[config.mk]
export PLATFORM = sky130hd
export DESIGN_NAME = container_header_packet_checker_top
export DESIGN_NICKNAME = d
export VERILOG_FILES = /design/src/hw/rtl/chpc_pkg.sv /design/src/hw/rtl/container_header_packet_checker_top.sv /design/src/hw/rtl/chpc_cfg.sv /design/src/hw/rtl/chpc_in_stage.sv /design/src/hw/rtl/chpc_parse.sv /design/src/hw/rtl/chpc_out_reg.sv
export SDC_FILE = /design/constraint.sdc
export NUM_CORES = 1
export LEC_CHECK = 0
export ABC_AREA = 1
export BUFFER_PORTS_ARGS = -buffer_cell sky130_fd_sc_hd__buf_2
export CORE_UTILIZATION = 50
export DETAILED_ROUTE_END_ITERATION = 10
export PLACE_DENSITY_LB_ADDON = 0.08
export SETUP_SLACK_MARGIN = 0.5
export SLEW_MARGIN = 25
export SYNTH_ARGS = -nofsm -noshare
export SYNTH_HDL_FRONTEND = slang
export SYNTH_SLANG_ARGS = --single-unit
export TNS_END_PERCENT = 5
[constraint.sdc]
create_clock -name clk -period 5.3 [get_ports clk]
set_input_delay 0 -clock clk [delete_from_list [all_inputs] [get_ports clk]]
set_output_delay 0 -clock clk [all_outputs]
set_load 0.03 [all_outputs]
[src/hw/rtl/chpc_pkg.sv]
// Shared types, codes and functions of the container header packet checker.
`default_nettype none

package chpc_pkg;

  localparam logic [31:0] CRC_POLY = 32'h04C1_1DB7;

  localparam logic [63:0] SC_MAIN      = 64'h4E4D_7A56_1F5F_04AD;
  localparam logic [63:0] SC_STREAM    = 64'h4E53_1140_5BF2_F9DB;
  localparam logic [63:0] SC_SYNCPOINT = 64'h4E4B_E4AD_EECA_4569;
  localparam logic [63:0] SC_INDEX     = 64'h4E58_DD67_2F23_E64E;
  localparam logic [63:0] SC_INFO      = 64'h4E49_AB68_B596_BA78;

  localparam logic [3:0] STARTCODE_BYTES = 4'd8;
  localparam logic [3:0] HDR_CRC_BYTES   = 4'd4;

  localparam logic CFG_HDR_THRESHOLD = 1'b0;
  localparam logic CFG_MAX_LENGTH    = 1'b1;

  typedef enum logic [2:0] {
    KIND_MAIN      = 3'd0,
    KIND_STREAM    = 3'd1,
    KIND_SYNCPOINT = 3'd2,
    KIND_INDEX     = 3'd3,
    KIND_INFO      = 3'd4,
    KIND_UNKNOWN   = 3'd5
  } kind_t;

  typedef enum logic [2:0] {
    ST_OK          = 3'd0,
    ST_HDR_CRC_BAD = 3'd1,
    ST_PKT_CRC_BAD = 3'd2,
    ST_LEN_LARGE   = 3'd3,
    ST_END_HEADERS = 3'd4
  } status_t;

  // One byte of the stream as held in the input register.
  typedef struct packed {
    logic [7:0] data_byte;
    logic       restart;
  } item_t;

  typedef struct packed {
    logic [31:0] header_crc_threshold;
    logic [31:0] max_packet_length;
  } cfg_t;

  // One verdict word.
  typedef struct packed {
    logic        valid;
    kind_t       kind;
    status_t     status;
    logic [31:0] length;
  } res_t;

  // MSB-first CRC-32 update over one byte.
  function automatic logic [31:0] crc_byte(input logic [31:0] crc, input logic [7:0] b);
    logic [31:0] c;
    c = crc ^ {b, 24'd0};
    for (int i = 0; i < 8; i++) begin
      c = c[31] ? ({c[30:0], 1'b0} ^ CRC_POLY) : {c[30:0], 1'b0};
    end
    return c;
  endfunction

  function automatic kind_t classify(input logic [63:0] sc);
    kind_t k;
    if (sc == SC_MAIN) k = KIND_MAIN;
    else if (sc == SC_STREAM) k = KIND_STREAM;
    else if (sc == SC_SYNCPOINT) k = KIND_SYNCPOINT;
    else if (sc == SC_INDEX) k = KIND_INDEX;
    else if (sc == SC_INFO) k = KIND_INFO;
    else k = KIND_UNKNOWN;
    return k;
  endfunction

endpackage

`default_nettype wire

[src/hw/rtl/container_header_packet_checker_top.sv]
// Top level of the container header packet checker.
//
// The input channel carries one stream byte per word (data_byte) with a
// restart flag that clears the parse state and makes this byte the first
// startcode byte. The output channel carries one verdict word per packet:
// packet kind, status and the forward length that was read. Both channels
// use valid and stall; a word moves on an edge where valid is high and stall
// is low. The configuration port writes the header CRC threshold (index 0)
// or the maximum packet length (index 1) on any edge with cfg_we high, and is
// meant to be used only while the block is idle.
//
// An accepted byte waits in the input register until the output register can
// advance; at that edge the parser updates its state and loads any verdict
// into the output register. The verdict word is valid from that edge on.
// The block takes one byte every cycle while the receiver does not stall, and
// the rate is set by the combinational CRC byte update. While the receiver
// stalls a held verdict, nothing leaves the input register: one more byte is
// taken only if that register is empty, and in_stall stays high until the
// verdict leaves. Reset clears the parse state, empties both registers and
// restores the register defaults. After an error or end-of-headers verdict,
// bytes are dropped until restart.
`default_nettype none

module container_header_packet_checker_top
  import chpc_pkg::*;
(
  input  wire logic        clk,
  input  wire logic        rst,
  input  wire logic        in_valid,
  output logic             in_stall,
  input  wire logic [7:0]  data_byte,
  input  wire logic        restart,
  output logic             out_valid,
  input  wire logic        out_stall,
  output logic [2:0]       packet_kind,
  output logic [2:0]       status,
  output logic [31:0]      packet_length,
  input  wire logic        cfg_we,
  input  wire logic        cfg_index,
  input  wire logic [31:0] cfg_data
);

  cfg_t  cfg;
  item_t item;
  res_t  res;
  logic  step;
  logic  advance;

  chpc_cfg u_cfg (
    .clk       (clk),
    .rst       (rst),
    .cfg_we    (cfg_we),
    .cfg_index (cfg_index),
    .cfg_data  (cfg_data),
    .cfg       (cfg)
  );

  chpc_in_stage u_in (
    .clk       (clk),
    .rst       (rst),
    .in_valid  (in_valid),
    .in_stall  (in_stall),
    .data_byte (data_byte),
    .restart   (restart),
    .advance   (advance),
    .step      (step),
    .item      (item)
  );

  chpc_parse u_parse (
    .clk  (clk),
    .rst  (rst),
    .step (step),
    .item (item),
    .cfg  (cfg),
    .res  (res)
  );

  chpc_out_reg u_out (
    .clk           (clk),
    .rst           (rst),
    .step          (step),
    .res           (res),
    .advance       (advance),
    .out_valid     (out_valid),
    .out_stall     (out_stall),
    .packet_kind   (packet_kind),
    .status        (status),
    .packet_length (packet_length)
  );

endmodule

`default_nettype wire

[src/hw/rtl/chpc_cfg.sv]
// Configuration registers of the container header packet checker.
`default_nettype none

module chpc_cfg
  import chpc_pkg::*;
(
  input  wire logic        clk,
  input  wire logic        rst,
  input  wire logic        cfg_we,
  input  wire logic        cfg_index,
  input  wire logic [31:0] cfg_data,
  output cfg_t             cfg
);

  always_ff @(posedge clk) begin
    if (rst) begin
      cfg.header_crc_threshold <= 32'd4096;
      cfg.max_packet_length    <= 32'hFFFF_FFFF;
    end else if (cfg_we) begin
      case (cfg_index)
        CFG_HDR_THRESHOLD: cfg.header_crc_threshold <= cfg_data;
        CFG_MAX_LENGTH:    cfg.max_packet_length    <= cfg_data;
        default: ;
      endcase
    end
  end

endmodule

`default_nettype wire

[src/hw/rtl/chpc_in_stage.sv]
// Input register that holds one accepted stream word until the parser takes it.
`default_nettype none

module chpc_in_stage
  import chpc_pkg::*;
(
  input  wire logic       clk,
  input  wire logic       rst,
  input  wire logic       in_valid,
  output logic            in_stall,
  input  wire logic [7:0] data_byte,
  input  wire logic       restart,
  input  wire logic       advance,
  output logic            step,
  output item_t           item
);

  logic held;

  assign in_stall = held && !advance;
  assign step     = held && advance;

  always_ff @(posedge clk) begin
    if (rst) begin
      held <= 1'b0;
    end else if (!in_stall) begin
      held <= in_valid;
    end
  end

  always_ff @(posedge clk) begin
    if (!in_stall && in_valid) begin
      item.data_byte <= data_byte;
      item.restart   <= restart;
    end
  end

endmodule

`default_nettype wire

[src/hw/rtl/chpc_parse.sv]
// Packet parser: startcode, length, header CRC and payload CRC state.
`default_nettype none

module chpc_parse
  import chpc_pkg::*;
(
  input  wire logic  clk,
  input  wire logic  rst,
  input  wire logic  step,
  input  wire item_t item,
  input  wire cfg_t  cfg,
  output res_t       res
);

  typedef enum logic [4:0] {
    PH_START = 5'b00001,
    PH_LEN   = 5'b00010,
    PH_HDR   = 5'b00100,
    PH_PAY   = 5'b01000,
    PH_HALT  = 5'b10000
  } phase_t;

  phase_t      phase, phase_next, ph;
  logic [3:0]  byte_counter, byte_counter_next, bc;
  logic [63:0] startcode_shift, startcode_shift_next, sc;
  logic [31:0] length_accumulator, length_accumulator_next, acc;
  logic        length_overflow, length_overflow_next, ovf;
  logic [31:0] bytes_remaining, bytes_remaining_next, rem;
  logic [31:0] crc_register, crc_register_next, crc;
  kind_t       kind_register, kind_register_next, kind;
  logic        begin_pay;
  logic [7:0]  b;

  always_comb begin
    b = item.data_byte;
    // A restart clears the parse state before this byte is taken.
    ph   = item.restart ? PH_START : phase;
    bc   = item.restart ? 4'd0 : byte_counter;
    sc   = item.restart ? 64'd0 : startcode_shift;
    acc  = item.restart ? 32'd0 : length_accumulator;
    ovf  = item.restart ? 1'b0 : length_overflow;
    rem  = item.restart ? 32'd0 : bytes_remaining;
    crc  = item.restart ? 32'd0 : crc_register;
    kind = item.restart ? KIND_MAIN : kind_register;

    phase_next              = ph;
    byte_counter_next       = bc;
    startcode_shift_next    = sc;
    length_accumulator_next = acc;
    length_overflow_next    = ovf;
    bytes_remaining_next    = rem;
    crc_register_next       = crc;
    kind_register_next      = kind;
    begin_pay               = 1'b0;
    res.valid  = 1'b0;
    res.status = ST_OK;
    res.length = 32'd0;

    case (ph)
      PH_START: begin
        crc_register_next    = crc_byte((bc == 4'd0) ? 32'd0 : crc, b);
        startcode_shift_next = {sc[55:0], b};
        byte_counter_next    = bc + 4'd1;
        if (byte_counter_next == STARTCODE_BYTES) begin
          byte_counter_next  = 4'd0;
          kind_register_next = classify(startcode_shift_next);
          if (kind_register_next == KIND_SYNCPOINT || kind_register_next == KIND_INDEX) begin
            phase_next = PH_HALT;
            res.valid  = 1'b1;
            res.status = ST_END_HEADERS;
          end else begin
            length_accumulator_next = 32'd0;
            length_overflow_next    = 1'b0;
            phase_next              = PH_LEN;
          end
        end
      end
      PH_LEN: begin
        crc_register_next = crc_byte(crc, b);
        if (acc[31:25] != 7'd0) begin
          length_overflow_next = 1'b1;
        end
        length_accumulator_next = {acc[24:0], b[6:0]};
        if (!b[7]) begin
          if (length_overflow_next) begin
            phase_next = PH_HALT;
            res.valid  = 1'b1;
            res.status = ST_LEN_LARGE;
            res.length = 32'hFFFF_FFFF;
          end else if (length_accumulator_next > cfg.max_packet_length) begin
            phase_next = PH_HALT;
            res.valid  = 1'b1;
            res.status = ST_LEN_LARGE;
            res.length = length_accumulator_next;
          end else if (length_accumulator_next > cfg.header_crc_threshold) begin
            byte_counter_next = 4'd0;
            phase_next        = PH_HDR;
          end else begin
            begin_pay = 1'b1;
          end
        end
      end
      PH_HDR: begin
        crc_register_next = crc_byte(crc, b);
        byte_counter_next = bc + 4'd1;
        if (byte_counter_next == HDR_CRC_BYTES) begin
          byte_counter_next = 4'd0;
          if (crc_register_next != 32'd0) begin
            phase_next = PH_HALT;
            res.valid  = 1'b1;
            res.status = ST_HDR_CRC_BAD;
            res.length = acc;
          end else begin
            begin_pay = 1'b1;
          end
        end
      end
      PH_PAY: begin
        crc_register_next    = crc_byte(crc, b);
        bytes_remaining_next = rem - 32'd1;
        if (bytes_remaining_next == 32'd0) begin
          byte_counter_next = 4'd0;
          res.valid  = 1'b1;
          res.length = acc;
          if (crc_register_next != 32'd0) begin
            phase_next = PH_HALT;
            res.status = ST_PKT_CRC_BAD;
          end else begin
            phase_next = PH_START;
          end
        end
      end
      default: ;
    endcase

    // Payload entry: an empty packet is finished right here.
    if (begin_pay) begin
      if (length_accumulator_next == 32'd0) begin
        phase_next        = PH_START;
        byte_counter_next = 4'd0;
        res.valid         = 1'b1;
      end else begin
        bytes_remaining_next = length_accumulator_next;
        crc_register_next    = 32'd0;
        phase_next           = PH_PAY;
      end
    end

    res.kind = kind_register_next;
  end

  always_ff @(posedge clk) begin
    if (rst) begin
      phase              <= PH_START;
      byte_counter       <= 4'd0;
      startcode_shift    <= 64'd0;
      length_accumulator <= 32'd0;
      length_overflow    <= 1'b0;
      bytes_remaining    <= 32'd0;
      crc_register       <= 32'd0;
      kind_register      <= KIND_MAIN;
    end else if (step) begin
      phase              <= phase_next;
      byte_counter       <= byte_counter_next;
      startcode_shift    <= startcode_shift_next;
      length_accumulator <= length_accumulator_next;
      length_overflow    <= length_overflow_next;
      bytes_remaining    <= bytes_remaining_next;
      crc_register       <= crc_register_next;
      kind_register      <= kind_register_next;
    end
  end

  a_end_kind: assert property (@(posedge clk) disable iff (rst)
    (res.valid && res.status == ST_END_HEADERS) |->
      (res.kind == KIND_SYNCPOINT || res.kind == KIND_INDEX))
    else $error("end of headers reported for a non-terminating startcode");

  a_halt_after_error: assert property (@(posedge clk) disable iff (rst)
    (step && res.valid && res.status != ST_OK) |=> (phase == PH_HALT))
    else $error("parser did not halt after a failing verdict");

  a_halt_silent: assert property (@(posedge clk) disable iff (rst)
    (phase == PH_HALT && !item.restart) |-> !res.valid)
    else $error("halted parser produced a verdict");

endmodule

`default_nettype wire

[src/hw/rtl/chpc_out_reg.sv]
// Output register that holds one verdict word until the receiver takes it.
`default_nettype none

module chpc_out_reg
  import chpc_pkg::*;
(
  input  wire logic   clk,
  input  wire logic   rst,
  input  wire logic   step,
  input  wire res_t   res,
  output logic        advance,
  output logic        out_valid,
  input  wire logic   out_stall,
  output logic [2:0]  packet_kind,
  output logic [2:0]  status,
  output logic [31:0] packet_length
);

  assign advance = !out_valid || !out_stall;

  always_ff @(posedge clk) begin
    if (rst) begin
      out_valid <= 1'b0;
    end else if (advance) begin
      out_valid <= step && res.valid;
    end
  end

  always_ff @(posedge clk) begin
    if (advance && step && res.valid) begin
      packet_kind   <= res.kind;
      status        <= res.status;
      packet_length <= res.length;
    end
  end

endmodule

`default_nettype wire
==> results of run 1 <==
## timing repair
| action | in CTS | in global routing |
|---|---|---|
| endpoints found under the hold margin | 83 | 0 |
| resized for setup | 0 | 6 |
| endpoints found under the setup margin | 0 | 88 |
| hold buffers | 48 | 0 |
## metal layers
layer,up-vias,wire [µm]
met5,-,0
met4,0,2760
met3,152,4330
met2,747,30800
met1,9287,28000
li1,9981,-
## kinds of logic (layout without fill, tap and decap cells)
| family | count (synthesis) | after routing | synth area share, % |
|---|---|---|---|
| other | 0 | 1 | 0 |
| and+or+nand+nor | 1425 | 1425 | 30.6 |
| buffers and inverters | 582 | 654 | 11.9 |
| xor gates and xnor gates | 100 | 100 | 5.08 |
| DFF | 278 | 278 | 30.9 |
| AOI/OAI and AO/OA | 585 | 585 | 17.2 |
| adders and majority gates | 69 | 69 | 4.42 |
## registers in the layout, summed over array words and instances (netlist names)
signal / cells
u_parse.byte_counter: 4
u_parse.phase: 5
u_parse.kind_register: 3
u_in.held: 1
u_out.packet_length: 32
u_parse.length_accumulator: 32
u_parse.crc_register: 32
u_parse.startcode_shift: 56
u_in.item: 9
u_out.out_valid: 1
u_parse.bytes_remaining: 32
u_cfg.cfg: 64
u_parse.length_overflow: 1
u_out.status: 3
u_out.packet_kind: 3
## layout make-up
class	instances	area (µm²)
fill	3933	16700
multi-input combinational	2179	11200
sequential	278	6040
inverter	423	1600
timing repair buffer	167	1210
clock buffer	49	968
tap	518	648
clock inverter	15	144
antenna	1	2.50
## where the power goes
part           switching [mW]  internal [mW]  total (mW)  leakage [nW]
clock                   0.971           1.38        2.35         0.544
combinational           0.911          0.414        1.33          7.62
sequential             0.0702           2.25        2.32          2.42
## cells in the final DEF, fill, tap and decap left out, types with 10 or more instances in the layout
| master | instances |
|---|---|
| a21oi_1 | 212 |
| a31oi_1 | 11 |
| buf_2 | 85 |
| buf_4 | 29 |
| clkbuf_1 | 10 |
| clkbuf_16 | 35 |
| dfxtp_1 | 231 |
| dlygate4sd3_1 | 48 |
| edfxtp_1 | 47 |
| ha_1 | 69 |
| inv_1 | 406 |
| inv_2 | 11 |
| nand2_1 | 811 |
| nand2_2 | 17 |
| nand3_1 | 212 |
| nand4_1 | 32 |
| nor2_1 | 273 |
| nor3_1 | 26 |
| nor4_1 | 21 |
| o211ai_1 | 83 |
| o21ai_0 | 206 |
| o21ai_1 | 11 |
| o221ai_1 | 32 |
| xnor2_1 | 21 |
| xor2_1 | 68 |
## stage by stage
| step | power [mW] | utilization (%) | hold WS, ps |
|---|---|---|---|
| 4_1_cts | 6.00 | 56.5 | 138 |
| 3_3_place_gp | 3.60 | 52.4 | 176 |
| 3_5_place_dp | 3.62 | 52.4 | 178 |
| 6_report | 6.00 | 56.6 | 159 |
| 5_1_grt | 6.26 | 56.6 | 166 |
| 2_1_floorplan | 3.25 | - | 98.9 |
## critical path: stages (launching register included)
cell	delay, ps
edfxtp_1	410
buf_12	340
nor2_1	180
nor2_4	160
nand3_4	210
nor3_4	390
nand3_4	430
nand3_1	190
nand2_1	100
nor2_1	130
nand2_1	60
nor2_1	130
nand2_1	150
o21ai_4	590
buf_6	440
nand2_1	100
nand3_1	90
a21oi_1	90
## worst min path at each step
stage / from / endpoint / depth (start not counted)
after detailed placement: data_byte[4] / u_in.item[5]$_DFFE_PP_ / 1
final: data_byte[0] / u_in.item[1]$_DFFE_PP_ / 2
after global routing: data_byte[4] / u_in.item[5]$_DFFE_PP_ / 2
after floorplan: restart / u_in.item[0]$_DFFE_PP_ / 0
after global placement: data_byte[6] / u_in.item[7]$_DFFE_PP_ / 1
after CTS: data_byte[7] / u_in.item[8]$_DFFE_PP_ / 2
## synth_stat cells, drive strengths merged, types with 3 or more instances
| cell | number | area, µm² |
|---|---|---|
| a21oi | 212 | 1060 |
| a31oi | 11 | 68.8 |
| buf | 59 | 357 |
| clkbuf | 100 | 375 |
| clkinv | 3 | 11.3 |
| dfxtp | 231 | 4620 |
| edfxtp | 47 | 1410 |
| ha | 69 | 863 |
| inv | 420 | 1580 |
| nand2 | 832 | 3180 |
| nand3 | 214 | 1100 |
| nand3b | 8 | 60.1 |
| nand4 | 33 | 213 |
| nor2 | 283 | 1110 |
| nor3 | 27 | 146 |
| nor4 | 21 | 131 |
| o2111ai | 4 | 35.0 |
| o211ai | 83 | 623 |
| o21a | 4 | 30.0 |
| o21ai | 218 | 1090 |
| o21bai | 4 | 30.0 |
| o221ai | 32 | 280 |
| o22ai | 4 | 25.0 |
| o311ai | 6 | 52.6 |
| o31ai | 5 | 37.5 |
| or2 | 4 | 25.0 |
| xnor2 | 22 | 211 |
| xor2 | 78 | 781 |
==> results.md, run 1 <==
- Status: complete, no violations
- CP Capture Type: register
- Post-CTS Setup Bufs: 0
- Critical Path Sink: u_parse.bytes_remaining[1]$_SDFFE_PP0P_
- Pin count of the biggest net entering global routing: 98
- DR pass1 iterations: 5
- Peak Freq: 220 MHz
- IO Pins: 87
- TritonCTS Buffers: 35
- Worst r2r path cells: 17
- Finish-stage setup viols: 0
- Share of cells above drive strength 1: 7.65%
- Worst vdd ir: 0.271 mV
- Met2 Usage GRT: 55.5%
- Dpl cell area: 20200 µm²
- H-tree lvl count: 2
- Final Wtd Congestion: 0.972
- Worst EP arrival: 4910 ps
- Worst R2R Start: u_in.item[0]$_DFFE_PP_
- Port Buf Inserts: 86
- Hold WC Path Type: in2reg
- Synth warn: 0
- Vias in the first global route: 18900
- Post-DP HPWL: 46000 µm
- Clk root buf: clkbuf_16
- CTS tree: yes
- Pins over their slew limit: 0
- Number of enable flip-flop cells after synthesis: 47
- Max_cap viols: 0
- Cell count after synthesis: 3039
- Mean Syn Cell Area: 6.43 µm²
- Initial antenna violation count: 1
- Clock Tree Buf Depth: 3
- Worst-Margin Slew: 951 ps
- NumNets Final: 3200
- Final period utilization: 85.7%
- Post-synthesis to final-layout area growth: 11.6%
- GRT Overall Usage: 33.3%
- Post-synth top flop: dfxtp_1
- Grt met3 use: 4.25%
- Site row count: 72
- Worst R2R Setup Slack: 760 ps
- Initial Utilization: 50.7%
- Slew headroom: 36.6%
- Crit-path max FO: 91
- Die Y: 200 µm
- Fin area: 21800 µm²
- DRC: 0
- Worst setup margin: 759 ps
- Clock latency on the worst-skew pair: 550 ps
- Distinct cells, synth: 49
- Fin crit period: 4540 ps
- Setup Total Neg Slack: 0 ps
- Async SR Flop Fraction: 0%
- Worst setup path start: u_in.item[0]$_DFFE_PP_
- Die ar.: 39900 µm²
- Die W: 200 µm
- Initial DRC count: 1546
- Power density over the cells: 275 nW/µm²
- CP startpoint kind: register
- Mapped cell area: 19500 µm²
- Via density: 5.56
- Placed Cells: 3517
- Final antenna-violating net count: 0
- Crit path kind: reg2reg
- Cell Count, Final, Fillers Out: 3630
- GR Util met1: 42.3%
- Post-Syn Nets: 3155
- Leakage power: 10.6 nW
- First-pass GRT wire length: 103000 µm
- Worst Skew: 23.6 ps
- GR peak layer: met2
- Routed WL: 65900 µm
- RR Endpoint: u_parse.bytes_remaining[1]$_SDFFE_PP0P_
- DR vias: 20200
- Clk sinks: 278
- CP Data Required Time: 5670 ps
- RSZ-0062 raised after global routing: true
- Worst-path clk slew: 60 ps
- Core area: 38600 µm²
- Final Hold Vio Count: 0
- Overflow after GRT: 0
- Post-synthesis sequential area ratio: 30.9%
- DR WL/cell: 18.2 µm
- Synthesized flop and latch total: 278
- Post-Place Worst Slack: 709 ps
No activity file was read; power rests on OpenSTA's default activity.
==> inputs of run 2 (changes only) <==
--- a/config.mk
+++ b/config.mk
@@ -9,7 +9,7 @@
 export BUFFER_PORTS_ARGS = -buffer_cell sky130_fd_sc_hd__buf_2
 export CORE_UTILIZATION = 50
 export DETAILED_ROUTE_END_ITERATION = 10
-export PLACE_DENSITY_LB_ADDON = 0.08
+export PLACE_DENSITY = 0.73
 export SETUP_SLACK_MARGIN = 0.5
 export SLEW_MARGIN = 25
 export SYNTH_ARGS = -nofsm -noshare
==> results.md, run 2 (synthesized netlist as in run 1, its figures left out) <==
- Status: complete, no violations (unchanged)
- Leakage power: 10.6 nW (about the same)
- DR pass1 iterations: 6 (was 5)
- Post-DP HPWL: 46500 µm (was 46000 µm)
- Post-synthesis to final-layout area growth: 11.5% (was 11.6%)
- Final period utilization: 87.2% (was 85.7%)
- Hold WC Path Type: in2reg (unchanged)
- GRT Overall Usage: 33.3% (about the same)
- Slew headroom: 31.2% (was 36.6%)
- Crit-path max FO: 91 (unchanged)
- Worst-path clk slew: 60 ps (about the same)
- Via density: 5.72 (was 5.56)
- Top reg by flops: u_cfg.cfg (unchanged)
- Post-CTS Setup Bufs: 0 (unchanged)
- Vias in the first global route: 19400 (was 18900)
- Worst EP arrival: 4890 ps (was 4910 ps)
- # diodes: 0 (was 1)
- Die Y: 200 µm (unchanged)
- Worst vdd ir: 0.250 mV (was 0.271 mV)
- Pwr Total: 5.86 mW (was 6.00 mW)
- Initial DRC count: 2072 (was 1546)
- Leading cell type in the layout, fill and taps excluded: nand2_1 (unchanged)
- NumNets Final: 3204 (was 3200)
- GR peak layer: met2 (unchanged)
- Die ar.: 39900 µm² (unchanged)
- H-tree lvl count: 2 (unchanged)
- Power density over the cells: 269 nW/µm² (was 275 nW/µm²)
- Setup Total Neg Slack: 0 ps (unchanged)
- Final Wtd Congestion: 1.02 (was 0.972)
- Site row count: 72 (unchanged)
- Clock latency on the worst-skew pair: 540 ps (was 550 ps)
- CP startpoint kind: register (unchanged)
- RSZ-0062 raised after global routing: true (unchanged)
- Core area: 38600 µm² (unchanged)
- CP Data Required Time: 5560 ps (was 5670 ps)
- Final antenna-violating net count: 0 (unchanged)
- CTS tree: yes (unchanged)
- DRC: 0 (unchanged)
- Clock Tree Buf Depth: 3 (unchanged)
- IO Pins: 87 (unchanged)
- Crit path kind: reg2reg (unchanged)
- Peak Freq: 216 MHz (was 220 MHz)
- DR WL/cell: 18.3 µm (was 18.2 µm)
- Met2 Usage GRT: 53.8% (was 55.5%)
- Clk root buf: clkbuf_16 (unchanged)
- Die W: 200 µm (unchanged)
- Routed WL: 66300 µm (was 65900 µm)
- TritonCTS Buffers: 34 (was 35)
- Overflow after GRT: 0 (unchanged)
- DR vias: 20800 (was 20200)
- CP Capture Type: register (unchanged)
- Grt met3 use: 5.37% (was 4.25%)
- Finish-stage setup viols: 0 (unchanged)
- Pins over their slew limit: 0 (unchanged)
- Share of cells above drive strength 1: 7.59% (was 7.65%)
- Fin crit period: 4620 ps (was 4540 ps)
- Clk sinks: 278 (unchanged)
- Initial Utilization: 50.7% (unchanged)
- Max FFs per register: 64 (unchanged)
- Worst-Margin Slew: 1030 ps (was 951 ps)
- Max_cap viols: 0 (unchanged)
- Port Buf Inserts: 86 (unchanged)
- Final Hold Vio Count: 0 (unchanged)
- Most frequent cells in the layout: 811 x nand2_1, 405 x inv_1, 273 x nor2_1, 231 x dfxtp_1 (was 811 x nand2_1, 406 x inv_1, 273 x nor2_1, 231 x dfxtp_1)
- Top flop regs: u_cfg.cfg: 64 flops, u_parse.startcode_shift: 56 flops (unchanged)
- Initial antenna violation count: 1 (unchanged)
- GR Util met1: 45.3% (was 42.3%)
- Pin count of the biggest net entering global routing: 109 (was 98)
- Worst Skew: 25.7 ps (was 23.6 ps)
- First-pass GRT wire length: 105000 µm (was 103000 µm)
==> run 2: cell type report <==
| type | count | area, µm² |
|---|---|---|
| Fill cell | 3828 | 16800 |
| Tap cell | 518 | 648 |
| Multi-Input combinational cell | 2179 | 11200 |
| Timing Repair Buffer | 172 | 1250 |
| Inverter | 423 | 1600 |
| Clock buffer | 48 | 973 |
| Sequential cell | 278 | 6040 |
| Clock inverter | 11 | 63.8 |
==> run 2: worst paths after layout <==
check             slack (ps)                    endpoint  cells after the start                        from
setup / recovery         680   u_out.status[1]$_DFFE_PP_                     19      u_in.item[0]$_DFFE_PP_
hold / removal           170  u_cfg.cfg[40]$_SDFFE_PP0P_                      5                      cfg_we
setup reg to reg         680   u_out.status[1]$_DFFE_PP_                     19      u_in.item[0]$_DFFE_PP_
hold reg to reg          460  u_cfg.cfg[54]$_SDFFE_PP0P_                      2  u_cfg.cfg[54]$_SDFFE_PP0P_
==> run 2: where the power goes <==
group	switching, mW	internal [mW]
Combinational	0.911	0.415
Clock	0.930	1.28
Sequential	0.0754	2.25
==> run 2: repair_timing <==
| item | 4_1_cts | 5_1_grt |
|---|---|---|
| resized for setup | 0 | 7 |
| endpoints found under the setup margin | 0 | 103 |
| endpoints found under the hold margin | 82 | 0 |
| hold buffers | 50 | 0 |
==> run 2: metrics by stage <==
stage               instance area, µm²  cells  util, %  setup slack [ps]  hold WS (ps)
global placement                 20200   3520     52.4               683           179
detailed placement               20200   3520     52.4               609           178
global route                     21800   3629     56.5               426           180
floorplan                        19500   3039        -              1100          98.9
finish                           21800   3629     56.5               677           167
CTS                              21800   3629     56.4               574           157
==> run 2: critical path, cell delays in order, from the launching register on <==
cell,delay [ps]
edfxtp_1,440
buf_12,420
nor2_1,270
ha_1,370
nand2_1,80
nor2_1,140
nand4_1,230
nor4_1,580
o21ai_0,220
nand2_1,100
nand2_1,110
inv_1,100
nor2_1,50
nand2_1,70
nand2_1,70
nand2_1,200
nand2_1,90
nand2_1,100
clkinv_1,320
buf_12,300
==> run 2: metal layers <==
layer  routed length, µm  share of wire [%]
met1               28200                 42
met2               30100                 45
met3                5960                9.0
met4                2050                3.1
met5                   0                  0
